--- config.mk ---
export PLATFORM = sky130hd
export DESIGN_NAME = mecanum_drive_mixer
export DESIGN_NICKNAME = d
export VERILOG_FILES = /design/src/rtl/mdm_pkg.sv /design/src/rtl/mdm_front.sv /design/src/rtl/mdm_fifo.sv /design/src/rtl/mdm_back.sv /design/src/rtl/mecanum_drive_mixer.sv
export SDC_FILE = /design/constraint.sdc
export NUM_CORES = 2
export LEC_CHECK = 0
export BUFFER_PORTS_ARGS = -buffer_cell sky130_fd_sc_hd__buf_4
export CAP_MARGIN = 10
export CORE_ASPECT_RATIO = 1.75
export CORE_MARGIN = 1.5
export CORE_UTILIZATION = 38
export CTS_BUF_LIST = sky130_fd_sc_hd__clkbuf_2 sky130_fd_sc_hd__clkbuf_4 sky130_fd_sc_hd__clkbuf_8
export DETAILED_ROUTE_END_ITERATION = 6
export GPL_TIMING_DRIVEN = 1
export SYNTH_ARGS = -nofsm -noshare
export SYNTH_HDL_FRONTEND = slang
export SYNTH_HIERARCHICAL = 1
export SYNTH_SLANG_ARGS = --single-unit
export TNS_END_PERCENT = 1
--- constraint.sdc ---
create_clock -name clk -period 37.6 [get_ports clk]
set_input_delay 3.76 -clock clk [delete_from_list [all_inputs] [get_ports clk]]
set_output_delay 3.76 -clock clk [all_outputs]
set_load 0.03 [all_outputs]
--- src/rtl/mdm_pkg.sv ---
// Package for the mecanum drive mixer: widths, constants and payload types.
// No dependencies; every other rtl file imports it.
`timescale 1ns / 1ps
package mdm_pkg;

  localparam int WHEELS     = 4;
  localparam int AXIS_W     = 8;
  localparam int DUTY_W     = 8;
  localparam int CTR_W      = AXIS_W + 1;
  localparam int VEC_W      = CTR_W + 1;
  localparam int MAG_W      = 9;
  localparam int DIV_STEPS  = DUTY_W;
  localparam int FIFO_AW    = 2;
  localparam int FIFO_DEPTH = 1 << FIFO_AW;
  localparam int CFG_ADDR_W = 3;
  localparam int CFG_DATA_W = 32;

  localparam logic signed [CTR_W-1:0] AXIS_CENTRE = 9'sd127;
  localparam logic signed [CTR_W-1:0] DEAD_LOW    = -9'sd7;
  localparam logic signed [CTR_W-1:0] DEAD_HIGH   = 9'sd8;
  localparam logic [MAG_W-1:0]        DUTY_MAX    = 9'd255;

  localparam logic [CFG_ADDR_W-3:0] REG_MASK_IDX = 1'b0;

  typedef struct packed {
    logic [AXIS_W-1:0] axis_x;
    logic [AXIS_W-1:0] axis_y;
    logic [AXIS_W-1:0] axis_z;
  } mdm_in_t;

  typedef struct packed {
    logic [DUTY_W-1:0] wheel0_fwd_duty;
    logic [DUTY_W-1:0] wheel0_rev_duty;
    logic [DUTY_W-1:0] wheel1_fwd_duty;
    logic [DUTY_W-1:0] wheel1_rev_duty;
    logic [DUTY_W-1:0] wheel2_fwd_duty;
    logic [DUTY_W-1:0] wheel2_rev_duty;
    logic [DUTY_W-1:0] wheel3_fwd_duty;
    logic [DUTY_W-1:0] wheel3_rev_duty;
  } mdm_out_t;

  // classified item: wheel magnitudes, positive flags and the peak magnitude
  typedef struct packed {
    logic [WHEELS-1:0][MAG_W-1:0] mag;
    logic [WHEELS-1:0]            pos;
    logic [MAG_W-1:0]             peak;
  } mdm_item_t;

  // one slot of the divider pipeline
  typedef struct packed {
    logic                          scale;
    logic [MAG_W-1:0]              peak;
    logic [WHEELS-1:0]             pos;
    logic [WHEELS-1:0][MAG_W-1:0]  rem;
    logic [WHEELS-1:0][DUTY_W-1:0] lo;
    logic [WHEELS-1:0][DUTY_W-1:0] q;
  } mdm_div_t;

endpackage

--- src/rtl/mdm_front.sv ---
// Front end: takes joystick samples, centers them, applies the dead zone,
// mixes into wheel magnitudes and finds the peak. Depends on mdm_pkg.
`timescale 1ns / 1ps
module mdm_front (
  input  logic                clk,
  input  logic                rst_n,
  input  logic                in_valid,
  output logic                in_ready,
  input  mdm_pkg::mdm_in_t    in_data,
  output logic                item_valid,
  input  logic                item_ready,
  output mdm_pkg::mdm_item_t  item_data
);
  import mdm_pkg::*;

  logic                      a_valid_r;
  logic signed [CTR_W-1:0]   cx_r, cy_r, cz_r;
  logic signed [CTR_W-1:0]   cx_nxt, cy_nxt, cz_nxt;
  logic signed [VEC_W-1:0]   x, y, z;
  logic signed [VEC_W-1:0]   vec [WHEELS];
  logic [WHEELS-1:0][MAG_W-1:0] mag;
  logic [WHEELS-1:0]         pos;
  logic [MAG_W-1:0]          m01, m23;

  function automatic logic signed [CTR_W-1:0] centre(input logic [AXIS_W-1:0] raw);
    logic signed [CTR_W-1:0] v;
    v = $signed({1'b0, raw}) - AXIS_CENTRE;
    if (v > DEAD_LOW && v < DEAD_HIGH) begin
      v = '0;
    end
    return v;
  endfunction

  assign in_ready = !a_valid_r || item_ready;

  always_comb begin
    cx_nxt = centre(in_data.axis_x);
    cy_nxt = centre(in_data.axis_y);
    cz_nxt = centre(in_data.axis_z);
  end

  always_ff @(posedge clk) begin
    if (!rst_n) begin
      a_valid_r <= 1'b0;
    end else if (in_ready) begin
      a_valid_r <= in_valid;
    end
  end

  always_ff @(posedge clk) begin
    if (in_ready && in_valid) begin
      cx_r <= cx_nxt;
      cy_r <= cy_nxt;
      cz_r <= cz_nxt;
    end
  end

  always_comb begin
    x = VEC_W'(cx_r);
    y = VEC_W'(cy_r);
    z = VEC_W'(cz_r);
    vec[0] = x + y + z;
    vec[1] = -x + y + z;
    vec[2] = -x + y - z;
    vec[3] = x + y - z;
    for (int w = 0; w < WHEELS; w++) begin
      mag[w] = vec[w][VEC_W-1] ? MAG_W'(-vec[w]) : MAG_W'(vec[w]);
      pos[w] = !vec[w][VEC_W-1] && (vec[w] != '0);
    end
    m01 = (mag[0] > mag[1]) ? mag[0] : mag[1];
    m23 = (mag[2] > mag[3]) ? mag[2] : mag[3];
    item_data.mag  = mag;
    item_data.pos  = pos;
    item_data.peak = (m01 > m23) ? m01 : m23;
  end

  assign item_valid = a_valid_r;

endmodule

--- src/rtl/mdm_fifo.sv ---
// Short queue of classified items between the front end and the divider.
// Depends on mdm_pkg.
`timescale 1ns / 1ps
module mdm_fifo (
  input  logic               clk,
  input  logic               rst_n,
  input  logic               push_valid,
  output logic               push_ready,
  input  mdm_pkg::mdm_item_t push_data,
  output logic               pop_valid,
  input  logic               pop_ready,
  output mdm_pkg::mdm_item_t pop_data
);
  import mdm_pkg::*;

  mdm_item_t              mem_r [FIFO_DEPTH];
  logic [FIFO_AW-1:0]     wr_ptr_r, rd_ptr_r;
  logic [FIFO_AW:0]       count_r, count_nxt;
  logic                   push, pop;

  assign push_ready = (count_r != (FIFO_AW+1)'(FIFO_DEPTH));
  assign pop_valid  = (count_r != '0);
  assign push       = push_valid && push_ready;
  assign pop        = pop_valid && pop_ready;
  assign pop_data   = mem_r[rd_ptr_r];

  always_comb begin
    count_nxt = count_r;
    if (push && !pop) begin
      count_nxt = count_r + 1'b1;
    end else if (pop && !push) begin
      count_nxt = count_r - 1'b1;
    end
  end

  always_ff @(posedge clk) begin
    if (!rst_n) begin
      wr_ptr_r <= '0;
      rd_ptr_r <= '0;
      count_r  <= '0;
    end else begin
      if (push) begin
        wr_ptr_r <= wr_ptr_r + 1'b1;
      end
      if (pop) begin
        rd_ptr_r <= rd_ptr_r + 1'b1;
      end
      count_r <= count_nxt;
    end
  end

  always_ff @(posedge clk) begin
    if (push) begin
      mem_r[wr_ptr_r] <= push_data;
    end
  end

endmodule

--- src/rtl/mdm_back.sv ---
// Back end: per-wheel eight-stage restoring divider scales magnitudes by 255/peak
// when the peak exceeds 255; duties then map to fwd/rev outputs. Depends on mdm_pkg.
`timescale 1ns / 1ps
module mdm_back (
  input  logic                clk,
  input  logic                rst_n,
  input  logic                item_valid,
  output logic                item_ready,
  input  mdm_pkg::mdm_item_t  item_data,
  input  logic [mdm_pkg::WHEELS-1:0] rev_mask,
  output logic                out_valid,
  input  logic                out_ready,
  output mdm_pkg::mdm_out_t   out_data
);
  import mdm_pkg::*;

  logic [DIV_STEPS-1:0] vld_r;
  mdm_div_t             st_r [DIV_STEPS];
  logic                 out_valid_r;
  mdm_out_t             out_data_r;
  logic                 en;

  function automatic mdm_div_t div_load(input mdm_item_t it);
    mdm_div_t                 s;
    logic [MAG_W+DUTY_W-1:0]  dvd;
    s.scale = (it.peak > DUTY_MAX);
    s.peak  = it.peak;
    s.pos   = it.pos;
    for (int w = 0; w < WHEELS; w++) begin
      dvd = {it.mag[w], {DUTY_W{1'b0}}} - (MAG_W+DUTY_W)'(it.mag[w]);
      if (s.scale) begin
        s.rem[w] = dvd[MAG_W+DUTY_W-1:DUTY_W];
        s.lo[w]  = dvd[DUTY_W-1:0];
        s.q[w]   = '0;
      end else begin
        s.rem[w] = '0;
        s.lo[w]  = '0;
        s.q[w]   = it.mag[w][DUTY_W-1:0];
      end
    end
    return s;
  endfunction

  function automatic mdm_div_t div_step(input mdm_div_t s);
    mdm_div_t         n;
    logic [MAG_W:0]   r2;
    n = s;
    for (int w = 0; w < WHEELS; w++) begin
      r2 = {s.rem[w], s.lo[w][DUTY_W-1]};
      if (s.scale) begin
        n.lo[w] = {s.lo[w][DUTY_W-2:0], 1'b0};
        if (r2 >= {1'b0, s.peak}) begin
          n.rem[w] = MAG_W'(r2 - {1'b0, s.peak});
          n.q[w]   = {s.q[w][DUTY_W-2:0], 1'b1};
        end else begin
          n.rem[w] = r2[MAG_W-1:0];
          n.q[w]   = {s.q[w][DUTY_W-2:0], 1'b0};
        end
      end
    end
    return n;
  endfunction

  function automatic mdm_out_t duty_map(input mdm_div_t s, input logic [WHEELS-1:0] m);
    mdm_out_t          o;
    logic [DUTY_W-1:0] fwd [WHEELS];
    logic [DUTY_W-1:0] rev [WHEELS];
    for (int w = 0; w < WHEELS; w++) begin
      if (s.pos[w] != m[w]) begin
        fwd[w] = s.q[w];
        rev[w] = '0;
      end else begin
        fwd[w] = '0;
        rev[w] = s.q[w];
      end
    end
    o.wheel0_fwd_duty = fwd[0];
    o.wheel0_rev_duty = rev[0];
    o.wheel1_fwd_duty = fwd[1];
    o.wheel1_rev_duty = rev[1];
    o.wheel2_fwd_duty = fwd[2];
    o.wheel2_rev_duty = rev[2];
    o.wheel3_fwd_duty = fwd[3];
    o.wheel3_rev_duty = rev[3];
    return o;
  endfunction

  assign en         = !out_valid_r || out_ready;
  assign item_ready = en;
  assign out_valid  = out_valid_r;
  assign out_data   = out_data_r;

  always_ff @(posedge clk) begin
    if (!rst_n) begin
      vld_r       <= '0;
      out_valid_r <= 1'b0;
    end else if (en) begin
      vld_r       <= {vld_r[DIV_STEPS-2:0], item_valid};
      out_valid_r <= vld_r[DIV_STEPS-1];
    end
  end

  always_ff @(posedge clk) begin
    if (en) begin
      st_r[0] <= div_load(item_data);
      for (int k = 1; k < DIV_STEPS; k++) begin
        st_r[k] <= div_step(st_r[k-1]);
      end
      out_data_r <= duty_map(div_step(st_r[DIV_STEPS-1]), rev_mask);
    end
  end

`ifndef SYNTH
  a_stall_holds: assert property (@(posedge clk) disable iff (!rst_n)
    out_valid_r && !out_ready |=> $stable(vld_r))
    else $error("divider pipeline moved while output stalled");

  a_one_duty: assert property (@(posedge clk) disable iff (!rst_n)
    out_valid_r |-> (out_data_r.wheel0_fwd_duty == '0 || out_data_r.wheel0_rev_duty == '0)
                 && (out_data_r.wheel1_fwd_duty == '0 || out_data_r.wheel1_rev_duty == '0)
                 && (out_data_r.wheel2_fwd_duty == '0 || out_data_r.wheel2_rev_duty == '0)
                 && (out_data_r.wheel3_fwd_duty == '0 || out_data_r.wheel3_rev_duty == '0))
    else $error("both duties of a wheel driven");

  a_rem_bound: assert property (@(posedge clk) disable iff (!rst_n)
    vld_r[DIV_STEPS-1] && st_r[DIV_STEPS-1].scale |->
      st_r[DIV_STEPS-1].rem[0] < st_r[DIV_STEPS-1].peak
      && st_r[DIV_STEPS-1].rem[1] < st_r[DIV_STEPS-1].peak
      && st_r[DIV_STEPS-1].rem[2] < st_r[DIV_STEPS-1].peak
      && st_r[DIV_STEPS-1].rem[3] < st_r[DIV_STEPS-1].peak)
    else $error("divider remainder not below peak");
`endif

endmodule

--- src/rtl/mecanum_drive_mixer.sv ---
// Mecanum drive mixer: turns three joystick axes into forward/reverse PWM
// duty pairs for four wheels. One item per clock is sustained while
// out_ready stays high; a sample passes in turn through the centering
// register, the four-entry queue and the eight-step restoring divider per
// wheel that scales magnitudes by 255/peak when the peak exceeds 255.
// Depends on mdm_pkg, mdm_front, mdm_fifo and mdm_back.
`timescale 1ns / 1ps
module mecanum_drive_mixer (
  input  logic                                clk,
  input  logic                                rst_n,
  input  logic                                in_valid,
  output logic                                in_ready,
  input  mdm_pkg::mdm_in_t                    in_data,
  output logic                                out_valid,
  input  logic                                out_ready,
  output mdm_pkg::mdm_out_t                   out_data,
  input  logic                                psel,
  input  logic                                penable,
  input  logic                                pwrite,
  input  logic [mdm_pkg::CFG_ADDR_W-1:0]      paddr,
  input  logic [mdm_pkg::CFG_DATA_W-1:0]      pwdata,
  output logic [mdm_pkg::CFG_DATA_W-1:0]      prdata,
  output logic                                pready
);
  import mdm_pkg::*;

  logic [WHEELS-1:0] rev_mask_r;
  logic              sel_mask;
  logic              f_valid, f_ready, b_valid, b_ready;
  mdm_item_t         f_data, b_data;

  assign pready   = 1'b1;
  assign sel_mask = (paddr[CFG_ADDR_W-1:2] == REG_MASK_IDX);
  assign prdata   = sel_mask ? CFG_DATA_W'(rev_mask_r) : '0;

  always_ff @(posedge clk) begin
    if (!rst_n) begin
      rev_mask_r <= '0;
    end else if (psel && penable && pwrite && pready && sel_mask) begin
      rev_mask_r <= pwdata[WHEELS-1:0];
    end
  end

  mdm_front u_front (
    .clk        (clk),
    .rst_n      (rst_n),
    .in_valid   (in_valid),
    .in_ready   (in_ready),
    .in_data    (in_data),
    .item_valid (f_valid),
    .item_ready (f_ready),
    .item_data  (f_data)
  );

  mdm_fifo u_fifo (
    .clk        (clk),
    .rst_n      (rst_n),
    .push_valid (f_valid),
    .push_ready (f_ready),
    .push_data  (f_data),
    .pop_valid  (b_valid),
    .pop_ready  (b_ready),
    .pop_data   (b_data)
  );

  mdm_back u_back (
    .clk        (clk),
    .rst_n      (rst_n),
    .item_valid (b_valid),
    .item_ready (b_ready),
    .item_data  (b_data),
    .rev_mask   (rev_mask_r),
    .out_valid  (out_valid),
    .out_ready  (out_ready),
    .out_data   (out_data)
  );

endmodule

==> metrics.md <==
| Metric | Value |
|---|---|
| Post-detail-place hpwl | `112000 um` |
| Setup TNS | `0 ns` |
| Initial Util | `38.2%` |
| Layout cells sized above 1 | `14.7%` |
| Area growth from synthesis to layout | `9.81%` |
| Data arrival, critical path | `10.37 ns` |
| PostCTS Resize Cnt | `0` |
| Port Buffers | `105` |
| Post-DR vias/cell | `5.16` |
| CP Launch Type | `flop` |
| Post-synthesis sequential area ratio | `51.7%` |
| Area of the multi-input gates | `28500 um2` |
| Worst Max-Slew Pin Slew | `1.23 ns` |
| Slew Limit Fails | `0` |
| # IOs | `165` |
| Adder-Cell Fraction of Synth Area | `8.77%` |
| # H-tree levels | `4` |
| Vias | `40700` |
| Period utilisation layout | `25.9%` |
| Crit path largest cell delay | `0.78 ns` |
| Die Footprint | `171000 um2` |
| Ys Warns | `6` |
| Clock root buffer | `clkbuf_8` |
| Clock Tree Buf Depth | `3` |
| TritonCTS Buffers | `169` |
| CP endpoint kind | `flop` |
| Worst-skew pair later-pin latency | `0.90 ns` |
| Worst R2R End | `u_fifo/mem_r[1][0]` |
| Max-cap violations | `0` |
| Postcts setup bufs | `0` |
| Asr flop ratio synth | `0%` |
| Cells after Synth | `5431` |
| Routed WL per cell | `18.4 um` |
| Most frequent CP cell | `nor2_1` |
| Post-synth cell types | `101` |
| Multiplexer area fraction after synthesis | `10.3%` |
| Drt drc | `0` |
| Initial antenna violation count | `3` |
| Hold Vio Cnt, Final | `0` |
| WHS Path Cells | `0` |
| Pin count of the biggest net entering global routing | `103` |
| Setup repair after global routing missed its margin | `no` |
| Final setup viols | `0` |
| Critical path class | `flop to flop` |
| Core area | `168000 um2` |
| Routed WL | `145000 um` |
| Tmin final | `9.73 ns` |
| Total grt overflow | `0` |
| EDFF count, synth | `1087` |
| Hold path startpoint | `u_back/st_r[1][329]` |
| Clk sink count | `1110` |
| Crit path required time | `38.25 ns` |
| Syn avg cell area | `11.8 um2` |
| #FFs+latches synth | `1110` |
| Worst r2r src | `u_front/cy_r[0]` |
| Vias in the first global route | `41700` |
| Most frequent cells in the layout | `1087 x edfxtp_1, 455 x nor2_1, 392 x ha_1` |
| Die Y | `546 um` |
| Post-Synth Simple-Gate Area | `9.95%` |
| Global-route wire length before repair | `224000 um` |
| XOR/XNOR Fraction of Synth Area | `3.61%` |
| Final core occ | `42.0%` |
| Worst hold margin | `0.417 ns` |
| Rows | `199` |
| Slowest-stage cell, CP | `xor2_1` |
| Leading cell type in the layout, fill and taps excluded | `edfxtp_1` |
| Reg2reg setup slack | `27.87 ns` |
| Worst hold path type | `flop to flop` |
| Final antenna-violating net count | `0` |
| Fillers | `15700` |
| Hold endpoint | `u_back/st_r[1][443]` |
| RePlAce Congestion | `0.893` |
| Combinational family with the most area after synthesis | `compound AO/OA/AOI/OAI gates` |
| Ys flop type | `edfxtp_1` |
| Worst Skew | `0.0461 ns` |
| DRT Pass-1 Iters | `6` |
| CTS clk-pin slew, worst paths | `0.06 ns` |
| CTS tree | `done` |
| Layout net count | `6042` |
| Status | `finished clean` |
| Post-synthesis compound-gate area fraction | `11.8%` |
| Register Area | `33100 um2` |
| Worst reg2reg path depth | `42` |
| All-Layer GR Usage | `16.8%` |
| Worst-path maximum fanout | `13` |
| Peak Freq | `103 MHz` |
| Die width | `313 um` |
| Max_slew headroom | `18.0%` |
| Initial DRC count | `1905` |
| Post-Syn Area | `64000 um2` |
| Hold_buf cts | `0` |
==> critical path, delay by kind of cell (launching register included) <==
family                   cells  cell delay [ns]
buffers and inverters        3             0.35
XOR/XNOR                     3             1.94
multiplexers                 3             0.86
AND/OR/NAND/NOR             13             1.24
adder cells (fa/ha/maj)      5             1.38
AO/OA/AOI/OAI               15             3.27
flip-flops                   1             0.42
==> cell usage after synthesis, types with 19 or more instances <==
master / count / share of area [%]
edfxtp_1: 1087 / 51
nor2_1: 455 / 2.7
ha_1: 392 / 7.7
inv_1: 363 / 2.1
a21oi_1: 357 / 2.8
mux2_2: 303 / 5.3
nand2_1: 256 / 1.5
o21ai_0: 232 / 1.8
mux2i_1: 206 / 3.2
xnor2_1: 170 / 2.3
clkbuf_1: 137 / 0.80
nand3_1: 123 / 0.96
nor2b_1: 95 / 0.93
xor2_1: 90 / 1.2
a31oi_1: 89 / 0.87
a21o_1: 88 / 1.0
nand2b_1: 70 / 0.68
o21a_1: 60 / 0.70
and2_1: 58 / 0.57
nor3_1: 57 / 0.45
mux4_2: 47 / 1.7
o21bai_1: 47 / 0.55
buf_4: 45 / 0.53
and3_1: 41 / 0.40
o221ai_1: 36 / 0.49
fa_1: 35 / 1.1
nand3b_1: 34 / 0.40
or3_1: 30 / 0.29
o311ai_0: 28 / 0.38
a21boi_0: 23 / 0.27
dfxtp_1: 23 / 0.72
buf_2: 21 / 0.16
buf_1: 20 / 0.12
o31a_1: 19 / 0.26
==> how the worst max path moves through the flow <==
| stage | startpoint | to |
|---|---|---|
| 3_3_place_gp | u_front/cy_r[0] | u_fifo/mem_r[0][0] |
| 5_1_grt | u_front/cy_r[0] | u_fifo/mem_r[1][0] |
| 4_1_cts | u_front/cy_r[0] | u_fifo/mem_r[1][0] |
| 2_1_floorplan | out_ready | u_back/out_data[0] |
| 6_report | u_front/cy_r[0] | u_fifo/mem_r[1][0] |
| 3_5_place_dp | u_front/cy_r[0] | u_fifo/mem_r[0][0] |
==> metrics by stage <==
| step | setup slack, ns | cell area (um2) | instances |
|---|---|---|---|
| finish | 27.87 | 70300 | 7895 |
| global placement | 28.00 | 66900 | 7589 |
| floorplan | 11.01 | 64200 | 5458 |
| detailed placement | 27.91 | 66900 | 7589 |
| CTS | 27.84 | 70300 | 7894 |
| global route | 27.17 | 70300 | 7895 |
==> final cells by class <==
| class | count | area share, % |
|---|---|---|
| diodes | 1 | 0.00356 |
| clock buffers | 215 | 3.80 |
| clock inverters | 90 | 1.03 |
| inverters | 368 | 1.97 |
| multi-input cells | 3750 | 40.6 |
| flip-flops and latches | 1110 | 47.1 |
| well taps | 2211 | 3.93 |
| repair buffers | 150 | 1.60 |
==> metal layers <==
metal | vias to the layer above | wire length [um] | track usage, %
li1 | 20400 | - | -
met1 | 19300 | 46700 | 13.9
met2 | 696 | 84400 | 34.9
met3 | 400 | 3630 | 2.44
met4 | 0 | 10700 | 11.6
met5 | - | 0 | 0
==> cells by family (layout without fill, tap and decap cells) <==
group                      after synthesis  in the layout
other                                    2             30
buffers and inverters                  598            823
and+or+nand+nor                       1314           1314
muxes                                  559            559
AOI/OAI and AO/OA                     1158           1158
DFF                                   1110           1110
adders and majority gates              428            428
xor gates and xnor gates               262            262
==> registers in the layout (all words and copies together), names as in the netlist, named ones only <==
register,flops
u_fifo/count_r,3
u_back/vld_r,8
u_front/cz_r,9
u_front/item_valid,1
u_fifo/mem_r,196
u_back/out_valid,1
u_fifo/wr_ptr_r,2
rev_mask_r,4
u_fifo/rd_ptr_r,2
u_front/cx_r,9
u_back/out_data,64
u_back/st_r,800
u_front/cy_r,9
Power is not shown: default switching activity piles up to over one toggle a cycle in this logic, so the estimate is an artifact.
